--- config.mk ---
export PLATFORM = sky130hd
export DESIGN_NAME = strict_priority_multi_fifo
export DESIGN_NICKNAME = d
export VERILOG_FILES = /design/src/hdl/spmf_pkg.sv /design/src/hdl/spmf_front.sv /design/src/hdl/spmf_cmd_q.sv /design/src/hdl/spmf_back.sv /design/src/hdl/strict_priority_multi_fifo.sv
export SDC_FILE = /design/constraint.sdc
export NUM_CORES = 2
export LEC_CHECK = 0
export BUFFER_PORTS_ARGS = -buffer_cell sky130_fd_sc_hd__buf_2
export CORE_AREA = 8 8 460 462
export CTS_BUF_LIST = sky130_fd_sc_hd__clkbuf_2
export DETAILED_ROUTE_END_ITERATION = 8
export DIE_AREA = 0 0 468 470
export PLACE_DENSITY_LB_ADDON = 0.08
export REMOVE_ABC_BUFFERS = 1
export SLEW_MARGIN = 20
export SYNTH_ARGS = -nofsm -noshare
export SYNTH_HDL_FRONTEND = slang
export SYNTH_SLANG_ARGS = --single-unit
--- constraint.sdc ---
create_clock -name i_clk -period 5.95 [get_ports i_clk]
set_input_delay 0.595 -clock i_clk [delete_from_list [all_inputs] [get_ports i_clk]]
set_output_delay 0.595 -clock i_clk [all_outputs]
set_load 0.01 [all_outputs]
--- src/hdl/spmf_pkg.sv ---
// Package for the strict-priority multilevel queue.
// Holds item types, status and op codes and the shared constants.
// No dependencies.
package spmf_pkg;

    localparam int DATA_W      = 32;
    localparam int FILL_W      = 5;
    localparam int PRIO_W      = 3;
    localparam int LEVELS_DEF  = 4;
    localparam int DEPTH_DEF   = 16;
    localparam int CMDQ_DEPTH  = 4;
    localparam int OUTQ_DEPTH  = 4;

    localparam logic       CMD_ENQ      = 1'b0;
    localparam logic       CMD_DEQ      = 1'b1;
    localparam logic       REG_CAPACITY = 1'b0;
    localparam logic       REG_LEVELS   = 1'b1;
    localparam logic [4:0] CAP_RESET    = 5'd16;
    localparam logic [2:0] LEV_RESET    = 3'd4;

    typedef enum logic [1:0] {
        ST_OK       = 2'd0,
        ST_FULL     = 2'd1,
        ST_EMPTY    = 2'd2,
        ST_BAD_PRIO = 2'd3
    } t_status;

    typedef enum logic [1:0] {
        OP_NONE  = 2'd0,
        OP_WRITE = 2'd1,
        OP_READ  = 2'd2
    } t_op;

    typedef struct packed {
        logic                     cmd;
        logic signed [DATA_W-1:0] value;
        logic [PRIO_W-1:0]        priority_req;
    } t_in_item;

    typedef struct packed {
        logic signed [DATA_W-1:0] data_out;
        logic [1:0]               status;
        logic [FILL_W-1:0]        occupancy;
        logic                     is_full;
        logic                     is_empty;
    } t_result;

    // Classified operation handed from the front to the back
    typedef struct packed {
        t_op               op;
        t_status           status;
        logic [FILL_W-1:0] occupancy;
        logic              is_full;
        logic              is_empty;
    } t_meta;

endpackage

--- src/hdl/spmf_front.sv ---
// Front end: classifies each item and keeps the ring pointers and fill counts.
// Emits the store address and the result flags; depends on spmf_pkg.
module spmf_front
    import spmf_pkg::*;
#(
    parameter int LEVELS = LEVELS_DEF,
    parameter int DEPTH  = DEPTH_DEF,
    parameter int AW     = $clog2(LEVELS_DEF * DEPTH_DEF)
) (
    input  logic              i_clk,
    input  logic              i_rst_n,
    input  logic              i_accept,
    input  t_in_item          i_item,
    input  logic [FILL_W-1:0] i_capacity,
    input  logic [2:0]        i_levels_in_use,
    output t_meta             o_meta,
    output logic [AW-1:0]     o_addr,
    output logic [DATA_W-1:0] o_wdata
);

    localparam int LW = (LEVELS > 1) ? $clog2(LEVELS) : 1;
    localparam int PW = $clog2(DEPTH);

    logic [PW-1:0]     r_head [LEVELS];
    logic [PW-1:0]     r_tail [LEVELS];
    logic [FILL_W-1:0] r_level_fill [LEVELS];
    logic [FILL_W-1:0] r_total_fill;
    logic [PW-1:0]     n_head [LEVELS];
    logic [PW-1:0]     n_tail [LEVELS];
    logic [FILL_W-1:0] n_level_fill [LEVELS];
    logic [FILL_W-1:0] n_total_fill;

    logic [FILL_W-1:0] cap_eff;
    logic [4:0]        lev_eff;
    logic [LW-1:0]     enq_level;
    logic [LW-1:0]     deq_level;
    logic              found;
    logic              enq_ok;

    always_comb begin
        // capacity above DEPTH saturates at DEPTH
        if (11'(i_capacity) > 11'(DEPTH)) begin
            cap_eff = FILL_W'(DEPTH);
        end else begin
            cap_eff = i_capacity;
        end
        if (5'(i_levels_in_use) > 5'(LEVELS)) begin
            lev_eff = 5'(LEVELS);
        end else begin
            lev_eff = 5'(i_levels_in_use);
        end
    end

    // lowest-numbered non-empty level wins
    always_comb begin
        found     = 1'b0;
        deq_level = '0;
        for (int l = LEVELS - 1; l >= 0; l--) begin
            if (r_level_fill[l] != '0) begin
                found     = 1'b1;
                deq_level = LW'(l);
            end
        end
    end

    always_comb begin
        enq_level    = LW'(i_item.priority_req - PRIO_W'(1));
        n_head       = r_head;
        n_tail       = r_tail;
        n_level_fill = r_level_fill;
        n_total_fill = r_total_fill;
        o_meta.op     = OP_NONE;
        o_meta.status = ST_OK;
        o_addr        = '0;
        o_wdata       = i_item.value;
        enq_ok        = 1'b0;
        if (i_item.cmd == CMD_ENQ) begin
            if (r_total_fill >= cap_eff) begin
                o_meta.status = ST_FULL;
            end else if (i_item.priority_req == '0 ||
                         5'(i_item.priority_req) > lev_eff) begin
                o_meta.status = ST_BAD_PRIO;
            end else begin
                enq_ok    = 1'b1;
                o_meta.op = OP_WRITE;
                o_addr    = AW'(enq_level) * AW'(DEPTH) + AW'(r_tail[enq_level]);
                n_tail[enq_level] = (r_tail[enq_level] == PW'(DEPTH - 1)) ?
                                    '0 : r_tail[enq_level] + PW'(1);
                n_level_fill[enq_level] = r_level_fill[enq_level] + FILL_W'(1);
                n_total_fill = r_total_fill + FILL_W'(1);
            end
        end else begin
            if (!found) begin
                o_meta.status = ST_EMPTY;
            end else begin
                o_meta.op = OP_READ;
                o_addr    = AW'(deq_level) * AW'(DEPTH) + AW'(r_head[deq_level]);
                n_head[deq_level] = (r_head[deq_level] == PW'(DEPTH - 1)) ?
                                    '0 : r_head[deq_level] + PW'(1);
                n_level_fill[deq_level] = r_level_fill[deq_level] - FILL_W'(1);
                n_total_fill = r_total_fill - FILL_W'(1);
            end
        end
        o_meta.occupancy = n_total_fill;
        o_meta.is_full   = (n_total_fill >= cap_eff);
        o_meta.is_empty  = (n_total_fill == '0);
    end

    always_ff @(posedge i_clk) begin
        if (!i_rst_n) begin
            for (int l = 0; l < LEVELS; l++) begin
                r_head[l]       <= '0;
                r_tail[l]       <= '0;
                r_level_fill[l] <= '0;
            end
            r_total_fill <= '0;
        end else if (i_accept) begin
            r_head       <= n_head;
            r_tail       <= n_tail;
            r_level_fill <= n_level_fill;
            r_total_fill <= n_total_fill;
        end
    end

    a_fill_bound: assert property (@(posedge i_clk) disable iff (!i_rst_n)
        11'(r_total_fill) <= 11'(DEPTH))
        else $error("total fill above ring depth");

    a_enq_count: assert property (@(posedge i_clk) disable iff (!i_rst_n)
        i_accept && enq_ok |=> r_total_fill == $past(r_total_fill) + FILL_W'(1))
        else $error("accepted enqueue did not raise the fill");

    a_empty_flag: assert property (@(posedge i_clk) disable iff (!i_rst_n)
        i_accept && i_item.cmd == CMD_DEQ && r_total_fill == '0 |->
        o_meta.status == ST_EMPTY)
        else $error("dequeue on empty queue not rejected");

endmodule

--- src/hdl/spmf_cmd_q.sv ---
// Short queue of classified operations between front and back.
// Register file of CMDQ_DEPTH entries; depends on spmf_pkg.
module spmf_cmd_q
    import spmf_pkg::*;
#(
    parameter int AW = $clog2(LEVELS_DEF * DEPTH_DEF)
) (
    input  logic              i_clk,
    input  logic              i_rst_n,
    input  logic              i_push,
    input  t_meta             i_meta,
    input  logic [AW-1:0]     i_addr,
    input  logic [DATA_W-1:0] i_wdata,
    input  logic              i_pop,
    output logic              o_full,
    output logic              o_empty,
    output t_meta             o_meta,
    output logic [AW-1:0]     o_addr,
    output logic [DATA_W-1:0] o_wdata
);

    localparam int QW = $clog2(CMDQ_DEPTH);

    t_meta             r_meta  [CMDQ_DEPTH];
    logic [AW-1:0]     r_addr  [CMDQ_DEPTH];
    logic [DATA_W-1:0] r_wdata [CMDQ_DEPTH];
    logic [QW-1:0]     r_wr_ptr;
    logic [QW-1:0]     r_rd_ptr;
    logic [QW:0]       r_count;

    assign o_full  = (r_count == (QW + 1)'(CMDQ_DEPTH));
    assign o_empty = (r_count == '0);
    assign o_meta  = r_meta[r_rd_ptr];
    assign o_addr  = r_addr[r_rd_ptr];
    assign o_wdata = r_wdata[r_rd_ptr];

    always_ff @(posedge i_clk) begin
        if (i_push) begin
            r_meta[r_wr_ptr]  <= i_meta;
            r_addr[r_wr_ptr]  <= i_addr;
            r_wdata[r_wr_ptr] <= i_wdata;
        end
    end

    always_ff @(posedge i_clk) begin
        if (!i_rst_n) begin
            r_wr_ptr <= '0;
            r_rd_ptr <= '0;
            r_count  <= '0;
        end else begin
            if (i_push) begin
                r_wr_ptr <= r_wr_ptr + QW'(1);
            end
            if (i_pop) begin
                r_rd_ptr <= r_rd_ptr + QW'(1);
            end
            r_count <= r_count + (QW + 1)'(i_push) - (QW + 1)'(i_pop);
        end
    end

endmodule

--- src/hdl/spmf_back.sv ---
// Back end: shared entry store, registered read and the result queue.
// Carries out the operations taken from the command queue; depends on spmf_pkg.
module spmf_back
    import spmf_pkg::*;
#(
    parameter int LEVELS = LEVELS_DEF,
    parameter int DEPTH  = DEPTH_DEF,
    parameter int AW     = $clog2(LEVELS_DEF * DEPTH_DEF)
) (
    input  logic              i_clk,
    input  logic              i_rst_n,
    input  logic              i_cq_empty,
    input  t_meta             i_meta,
    input  logic [AW-1:0]     i_addr,
    input  logic [DATA_W-1:0] i_wdata,
    output logic              o_cq_pop,
    input  logic              i_pop,
    output logic              o_empty,
    output t_result           o_result
);

    localparam int ENTRIES = LEVELS * DEPTH;
    localparam int OW      = $clog2(OUTQ_DEPTH);

    logic [DATA_W-1:0] r_mem [ENTRIES];
    logic [DATA_W-1:0] r_rdata;
    t_meta             r_meta;
    logic              r_inflight;

    t_result           r_oq [OUTQ_DEPTH];
    logic [OW-1:0]     r_oq_wr;
    logic [OW-1:0]     r_oq_rd;
    logic [OW:0]       r_oq_count;

    t_result           res;
    logic              oq_pop;

    // in-flight read counts against the result queue's room
    assign o_cq_pop = !i_cq_empty &&
                      ((OW + 1)'(r_oq_count) + (OW + 1)'(r_inflight) <
                       (OW + 1)'(OUTQ_DEPTH));
    assign oq_pop   = i_pop && !o_empty;
    assign o_empty  = (r_oq_count == '0);
    assign o_result = r_oq[r_oq_rd];

    always_ff @(posedge i_clk) begin
        if (o_cq_pop) begin
            if (i_meta.op == OP_WRITE) begin
                r_mem[i_addr] <= i_wdata;
            end
            r_rdata <= r_mem[i_addr];
            r_meta  <= i_meta;
        end
    end

    always_comb begin
        res.data_out  = (r_meta.op == OP_READ) ? r_rdata : '0;
        res.status    = r_meta.status;
        res.occupancy = r_meta.occupancy;
        res.is_full   = r_meta.is_full;
        res.is_empty  = r_meta.is_empty;
    end

    always_ff @(posedge i_clk) begin
        if (r_inflight) begin
            r_oq[r_oq_wr] <= res;
        end
    end

    always_ff @(posedge i_clk) begin
        if (!i_rst_n) begin
            r_inflight <= 1'b0;
            r_oq_wr    <= '0;
            r_oq_rd    <= '0;
            r_oq_count <= '0;
        end else begin
            r_inflight <= o_cq_pop;
            if (r_inflight) begin
                r_oq_wr <= r_oq_wr + OW'(1);
            end
            if (oq_pop) begin
                r_oq_rd <= r_oq_rd + OW'(1);
            end
            r_oq_count <= r_oq_count + (OW + 1)'(r_inflight) - (OW + 1)'(oq_pop);
        end
    end

    a_oq_room: assert property (@(posedge i_clk) disable iff (!i_rst_n)
        (OW + 1)'(r_oq_count) + (OW + 1)'(r_inflight) <= (OW + 1)'(OUTQ_DEPTH))
        else $error("result queue overcommitted");

    a_reject_zero: assert property (@(posedge i_clk) disable iff (!i_rst_n)
        !o_empty && o_result.status != ST_OK |-> o_result.data_out == '0)
        else $error("rejected item carries data");

    a_inflight: assert property (@(posedge i_clk) disable iff (!i_rst_n)
        o_cq_pop |=> r_inflight)
        else $error("popped operation lost");

endmodule

--- src/hdl/strict_priority_multi_fifo.sv ---
// Strict-priority multilevel queue: one ring per level in a shared store.
// Throughput: one item per cycle while the command queue is not full; the front
// updates pointers for each accepted item and the store takes one write or one
// registered read per cycle.
// Reset (synchronous, active low) empties all levels and loads capacity 16,
// levels in use 4; the store itself is not cleared.
module strict_priority_multi_fifo
    import spmf_pkg::*;
#(
    parameter int LEVELS = LEVELS_DEF,
    parameter int DEPTH  = DEPTH_DEF
) (
    input  logic        i_clk,
    input  logic        i_rst_n,
    input  logic        push,
    output logic        full,
    input  t_in_item    i_item,
    output logic        empty,
    input  logic        pop,
    output t_result     o_result,
    input  logic        psel,
    input  logic        penable,
    input  logic        pwrite,
    input  logic [2:0]  paddr,
    input  logic [31:0] pwdata,
    output logic [31:0] prdata,
    output logic        pready
);

    localparam int AW = $clog2(LEVELS * DEPTH);

    logic [FILL_W-1:0] r_capacity;
    logic [2:0]        r_levels_in_use;

    logic              accept;
    t_meta             f_meta;
    logic [AW-1:0]     f_addr;
    logic [DATA_W-1:0] f_wdata;
    t_meta             q_meta;
    logic [AW-1:0]     q_addr;
    logic [DATA_W-1:0] q_wdata;
    logic              q_empty;
    logic              q_pop;

    assign pready = 1'b1;
    assign accept = push && !full;

    always_ff @(posedge i_clk) begin
        if (!i_rst_n) begin
            r_capacity      <= CAP_RESET;
            r_levels_in_use <= LEV_RESET;
        end else if (psel && penable && pwrite) begin
            unique case (paddr[2])
                REG_CAPACITY: r_capacity      <= pwdata[FILL_W-1:0];
                REG_LEVELS:   r_levels_in_use <= pwdata[2:0];
                default:      ;
            endcase
        end
    end

    always_comb begin
        unique case (paddr[2])
            REG_CAPACITY: prdata = 32'(r_capacity);
            REG_LEVELS:   prdata = 32'(r_levels_in_use);
            default:      prdata = '0;
        endcase
    end

    spmf_front #(
        .LEVELS (LEVELS),
        .DEPTH  (DEPTH),
        .AW     (AW)
    ) u_front (
        .i_clk           (i_clk),
        .i_rst_n         (i_rst_n),
        .i_accept        (accept),
        .i_item          (i_item),
        .i_capacity      (r_capacity),
        .i_levels_in_use (r_levels_in_use),
        .o_meta          (f_meta),
        .o_addr          (f_addr),
        .o_wdata         (f_wdata)
    );

    spmf_cmd_q #(
        .AW (AW)
    ) u_cmd_q (
        .i_clk   (i_clk),
        .i_rst_n (i_rst_n),
        .i_push  (accept),
        .i_meta  (f_meta),
        .i_addr  (f_addr),
        .i_wdata (f_wdata),
        .i_pop   (q_pop),
        .o_full  (full),
        .o_empty (q_empty),
        .o_meta  (q_meta),
        .o_addr  (q_addr),
        .o_wdata (q_wdata)
    );

    spmf_back #(
        .LEVELS (LEVELS),
        .DEPTH  (DEPTH),
        .AW     (AW)
    ) u_back (
        .i_clk      (i_clk),
        .i_rst_n    (i_rst_n),
        .i_cq_empty (q_empty),
        .i_meta     (q_meta),
        .i_addr     (q_addr),
        .i_wdata    (q_wdata),
        .o_cq_pop   (q_pop),
        .i_pop      (pop),
        .o_empty    (empty),
        .o_result   (o_result)
    );

endmodule

Word-level counts from Yosys, hierarchy flattened
Memory sizes are Yosys's and may differ from the RTL's. A register that Yosys moved wholly into a read port is not among the register bits.
Index checks and enable logic that the tools add are counted.

storage, ports and cells
  output and inout port bits = 76
  bits of input ports = 78
  bits in writable memories = 2408
  register bits after elaboration = 91
  logic and storage cells = 169
  memories = 5

operators by class
  add/sub/neg operators = 17
  bitwise gates (word level) = 6
  magnitude comparators = 10
  reductions and logical operators = 24
  equal/unequal tests = 8
  multiplexer cells = 72

memory list
  name             words  width  read ports  clocked after Yosys merged registers in  write ports  line              source
  u_back.r_mem     64     32     1           1                                        1            spmf_back.sv:25   logic [DATA_W-1:0] r_mem [ENTRIES];
  u_back.r_oq      4      41     1           1                                        1            spmf_back.sv:30   t_result r_oq [OUTQ_DEPTH];
  u_cmd_q.r_wdata  4      32     1           1                                        1            spmf_cmd_q.sv:26  logic [DATA_W-1:0] r_wdata [CMDQ_DEPTH];
  u_cmd_q.r_meta   4      11     1           1                                        1            spmf_cmd_q.sv:24  t_meta r_meta [CMDQ_DEPTH];
  u_cmd_q.r_addr   4      6      1           1                                        1            spmf_cmd_q.sv:25  logic [AW-1:0] r_addr [CMDQ_DEPTH];

operators by type and width
  operator             number
  $mux 20              4
  $pmux 32 s2          1
  $mux 5               11
  $bwmux 20            2
  $mux 4               9
  $bwmux 16            2
  $mux 2               16
  $mux 32              1
  $mux 6               4
  $bmux 5 s2           2
  $demux 5 s2          2
  $reduce_bool 5->1    4
  $bmux 4 s2           2
  $demux 4 s2          2
  $mux 1               13
  $add 6x4->6          2
  $add 5x1->5 const B  2
  $ge 5x5->1           2
  $sub 5x1->5 const B  2
  $logic_not 3->1      3
  $add 2x1->2 const B  4
  $add 4x1->4 const B  2
  $eq 4x4->1 const B   2
  $reduce_and 4->1     2
  other kinds (23)     41

Depth between registers and ports, before layout
  depth in word-level cells = 13
  gate-level depth with buffers = 16
  mapped depth without buffers = 16

Modules after synthesis
From an unflattened synthesis, not the netlist that was laid out.

unflattened totals
  cell total of the unflattened synthesis = 5558
  area, all modules = 97574.8 sq um

modules (own cells, without submodules)
  module                      cells each  area an instance (sq um)  seq. area each (sq um)  times used
  spmf_back                   4687        85264.3                   67915.1                 1
  spmf_cmd_q                  299         7534.7                    6065.8                  1
  spmf_front                  502         4166.5                    1141.1                  1
  strict_priority_multi_fifo  70          609.3                     160.2                   1

Worst setup path after synthesis
No wires, ideal clock.

  kind = reg-to-reg
  start = register u_back.r_inflight
  end = register u_cmd_q.r_count[2]
  cell stages (with the launch flop) = 13
  buffers on the path = 0
  slack = 1.492 ns
  clock period less this slack = 4.458 ns
  library setup time = 0.128 ns
  arrival = 4.330 ns
  data required time = 5.822 ns
  cell sequence = dfxtp_1 ha_1 ha_1 xor2_1 nor2_1 ha_1 inv_1 ha_1 inv_1 fa_1 xor2_1 xnor2_1 nor2_1

between the ends
  longest elaborated chain between the ends = 4

ends and longest elaborated chain
  element                 line                              source
  from (decl)             spmf_back.sv:28                   logic r_inflight;
  from (signal assigned)  spmf_back.sv:77                   r_inflight <= o_cq_pop;
  $add 3x1->3             spmf_back.sv:40                   ((OW + 1)'(r_oq_count) + (OW + 1)'(r_inflight) <
  $lt 3x3->1              spmf_back.sv:40
  $logic_and 1x1->1       spmf_back.sv:39                   assign o_cq_pop = !i_cq_empty &&
  net q_pop               strict_priority_multi_fifo.sv:43  logic q_pop;
  $sub 3x1->3             spmf_cmd_q.sv:57                  r_count <= r_count + (QW + 1)'(i_push) - (QW + 1)'(i_pop);
  to (signal assigned)    spmf_cmd_q.sv:57
  to (decl)               spmf_cmd_q.sv:29                  logic [QW:0] r_count;

The timed path passes the listed nets, and every way through them passes these cells.
A chain may end at the register's enable or synchronous reset.

==> impl_metrics.csv <==
group,metric,value,unit
synthesis,yosysSeqAreaShare,80.8,%
pwr,ir_drop,0.321,mV
critical_path,crit_path_end_kind,"flop",
placement,gp_congestion,0.840,
finish,final_nets,5913,
finish,fillCellCount,16900,
synthesis,synth_compound_area_share,11.7,%
timing,setup_slack,671,ps
synthesis,synthFlopType,"edfxtp_1",
synthesis,synth_fa_ha_area_share,0.518,%
synthesis,ys_types,80,
pwr,switching_share,36.4,%
pwr,internal_power,32.0,mW
drt,drt_pass1_iterations,6,
critical_path,worstPathArrival,6810,ps
grt,grt_usage,26.0,%
pwr,p_sw,18.3,mW
critical_path,reg2reg_to,"u_back.r_mem[1][3]$_DFFE_PP_",
die,coreArea,204000,sq um
clock_tree,clock_latency,1900,ps
placement,place.detailed.hpwl,167,mm
grt,grt_pass1_vias,55300,
die,ios,154,
clock_tree,cts_buffer_depth,4,
finish,area_growth,13.8,%
run_status,status,"complete, no violations",
synthesis,synth_top_family_by_area,"compound AO/OA/AOI/OAI gates",
synthesis,ys_ff_latch,2535,
pwr,combPwrFrac,29.7,%
drt,drtIter0Drc,6329,
timing,whs,289,ps
job,cap_viol_max_count,0,
timing,skew,145,ps
timing,fin_crit,5280,ps
synthesis,synthesis.area,93200,sq um
clock_tree,tritoncts,"built",
synthesis,yosysTopAreaCellShare,79.0,%
grt,grt_overflow,0,
timing,fmax,189,MHz
grt,grt_pass1_wl,411,mm
critical_path,cp.required,7490,ps
pwr,leakagePower,33.9,nW
clock_tree,cts_sinks,2535,
pwr,power,50.3,mW
die,die_h,470,um
placement,post-place-ws,531,ps
clock_tree,h-tree-depth,6,
drt,post_drt_via_cell_ratio,6.12,
synthesis,synthMuxAreaShare,2.77,%
pwr,clockPowerShare,23.1,%
worst_hold_path,hp-class,"in -> reg",
grt,antenna_found_initial,9,
drt,drt_wl_total,293,mm
clock_tree,clkTransAtPathRegs,100,ps
synthesis,ys_top_cells_by_count,"edfxtp_1, a22oi_1, a41oi_1, nor2_1, clkbuf_1",
worst_hold_path,worstHoldStart,"i_item[0]",
critical_path,r2r_cells,7,
synthesis,synth_area_per_cell,18.9,sq um
timing,post-route-period-util,88.7,%
synthesis,synth-edff-count,2451,
synthesis,ys_warn_count,0,
clock_tree,cts_buffers,661,
die,dieArea,220000,sq um
timing,tns,0,ps
synthesis,synthArstFlopShare,0,%
drt,wire_per_inst,32.9,um
timing,grt_setup_unrepaired,"no",
critical_path,cp-start-kind,"flop",
die,fp-row-count,166,
finish,post-route-util,52.0,%
synthesis,yosys-top-cells-area,"edfxtp_1, a22oi_1, mux4_2",
die,start_util,45.7,%
timing,setup_violations,0,
synthesis,postSynthCellCount,4927,
critical_path,worstPathMaxFanout,27,
critical_path,path_class,"reg -> reg",
timing,drv_slew,0,
timing,finalHoldViolations,0,
finish,drive_above_1_share,25.6,%
grt,grt_max_degree,68,
pwr,p_seq_share,47.2,%
drt,remaining_drc_errors,0,
timing,worstMarginPinSlew,1280,ps
die,die_w,468,um
clock_tree,cts_root_buffer,"clkbuf_2",
synthesis,yosysTopAreaCell,"edfxtp_1",
pwr,power_density,474,nW/um^2
critical_path,crit_end,"u_back.r_mem[1][3]$_DFFE_PP_",
placement,port_buffers,96,
timing,relSlewSlack,14.5,%
drt,antenna_left,0,
drt,num_vias,54500,
synthesis,synth-xor-area-share,0.207,%
synthesis,yosys.area_share.simple,2.26,%
synthesis,yosysMostFrequentCell,"edfxtp_1",
critical_path,ff2ff_setup_slack,670,ps
## per-layer routing
| metal | part of all wire (%) | wire (um) | track usage (%) | vias to the layer above |
|---|---|---|---|---|
| met2 | 47 | 139000 | 41.1 | 2588 |
| met3 | 7.7 | 22500 | 5.48 | 455 |
| met5 | 0.0092 | 27 | 0 | - |
| met1 | 42 | 122000 | 35.9 | 28500 |
| met4 | 3.4 | 10100 | 9.38 | 4 |
| li1 | - | - | - | 23000 |
## sequential cells by signal, indices dropped and copies added (netlist names), 20 cells and up, named ones only
| name | cells |
|---|---|
| u_back.r_oq | 164 |
| u_back.r_mem | 2048 |
| u_back.r_rdata | 32 |
| u_front.r_level_fill | 20 |
| u_cmd_q.r_addr | 24 |
| u_cmd_q.r_meta | 44 |
| u_cmd_q.r_wdata | 128 |
## cells in the final DEF (no fill, tap or decap), types with 31 or more instances in the layout
cell type         n
inv_1            32
and2_1           35
dfxtp_1          80
a221oi_1        109
nand2_1          89
buf_2            96
dlygate4sd3_1   147
a22oi_1         816
a41oi_1         151
a31oi_1         115
ha_1             37
clkinv_1         71
nor2_4           65
mux2i_1          31
edfxtp_1       2451
clkbuf_2        973
buf_4           216
nor2_1           64
buf_12           53
mux4_2           77
a22o_1          109
nor4_1           68
## final cells by class
type                            count  area [sq um]  share of cell area [%]
Antenna cell                       11          27.5                  0.0260
Clock buffer                      973          4870                    4.60
Clock inverter                    107           663                   0.626
Inverter                           35           131                   0.124
Multi-Input combinational cell   2052         17000                    16.0
Sequential cell                  2535         75300                    71.0
Tap cell                         2688          3360                    3.17
Timing Repair Buffer              512          4630                    4.37
## power groups by stage
stage	clock network (mW)	registers, mW	logic, mW
after global placement	0	24.2	14.7
after floorplan	0	23.9	8.02
after global routing	12.8	23.8	15.8
after CTS	11.9	23.8	14.9
after detailed placement	0	24.2	14.8
final	11.6	23.7	14.9
## metrics by stage
step / cell area (sq um) / instances
2_1_floorplan: 91800 / 4622
3_3_place_gp: 98900 / 7675
3_5_place_dp: 98900 / 7675
4_1_cts: 106000 / 8902
5_1_grt: 106000 / 8911
6_report: 106000 / 8913
## worst min path at each step
stage	endpoint	slack, ps	depth (start not counted)
2_1_floorplan	u_front.r_head[10]$_SDFFE_PN0P_	440	2
3_3_place_gp	u_front.r_head[9]$_SDFFE_PN0P_	450	2
3_5_place_dp	u_front.r_head[10]$_SDFFE_PN0P_	450	2
4_1_cts	r_levels_in_use[1]$_SDFFE_PN0P_	3	6
5_1_grt	u_front.r_tail[8]$_SDFFE_PN0P_	180	6
6_report	u_front.r_tail[8]$_SDFFE_PN0P_	290	6
## critical path, stage by stage (launching register included)
cell and delay [ps]:
dfxtp_4 660, buf_4 710, mux4_2 610, nor4b_2 710
buf_4 310, nand2_1 440, nor2_4 1080, buf_4 370
## cell families (layout without fill, tap and decap cells)
family                     count (synthesis)  count (layout)
AOI/OAI and AO/OA                       1414            1414
xor gates and xnor gates                  22              22
adders and majority gates                 38              38
buffers and inverters                    366            1627
DFF                                     2535            2535
muxes                                    133             133
other                                      2              39
and+or+nand+nor                          417             417
## timing repair
action / CTS / global route
hold buffers: 147 / 0
resized for setup: 0 / 0
endpoints found under the hold margin: 290 / 0
buffers inserted: 0 / 0
No activity file was read; power rests on OpenSTA's default activity.
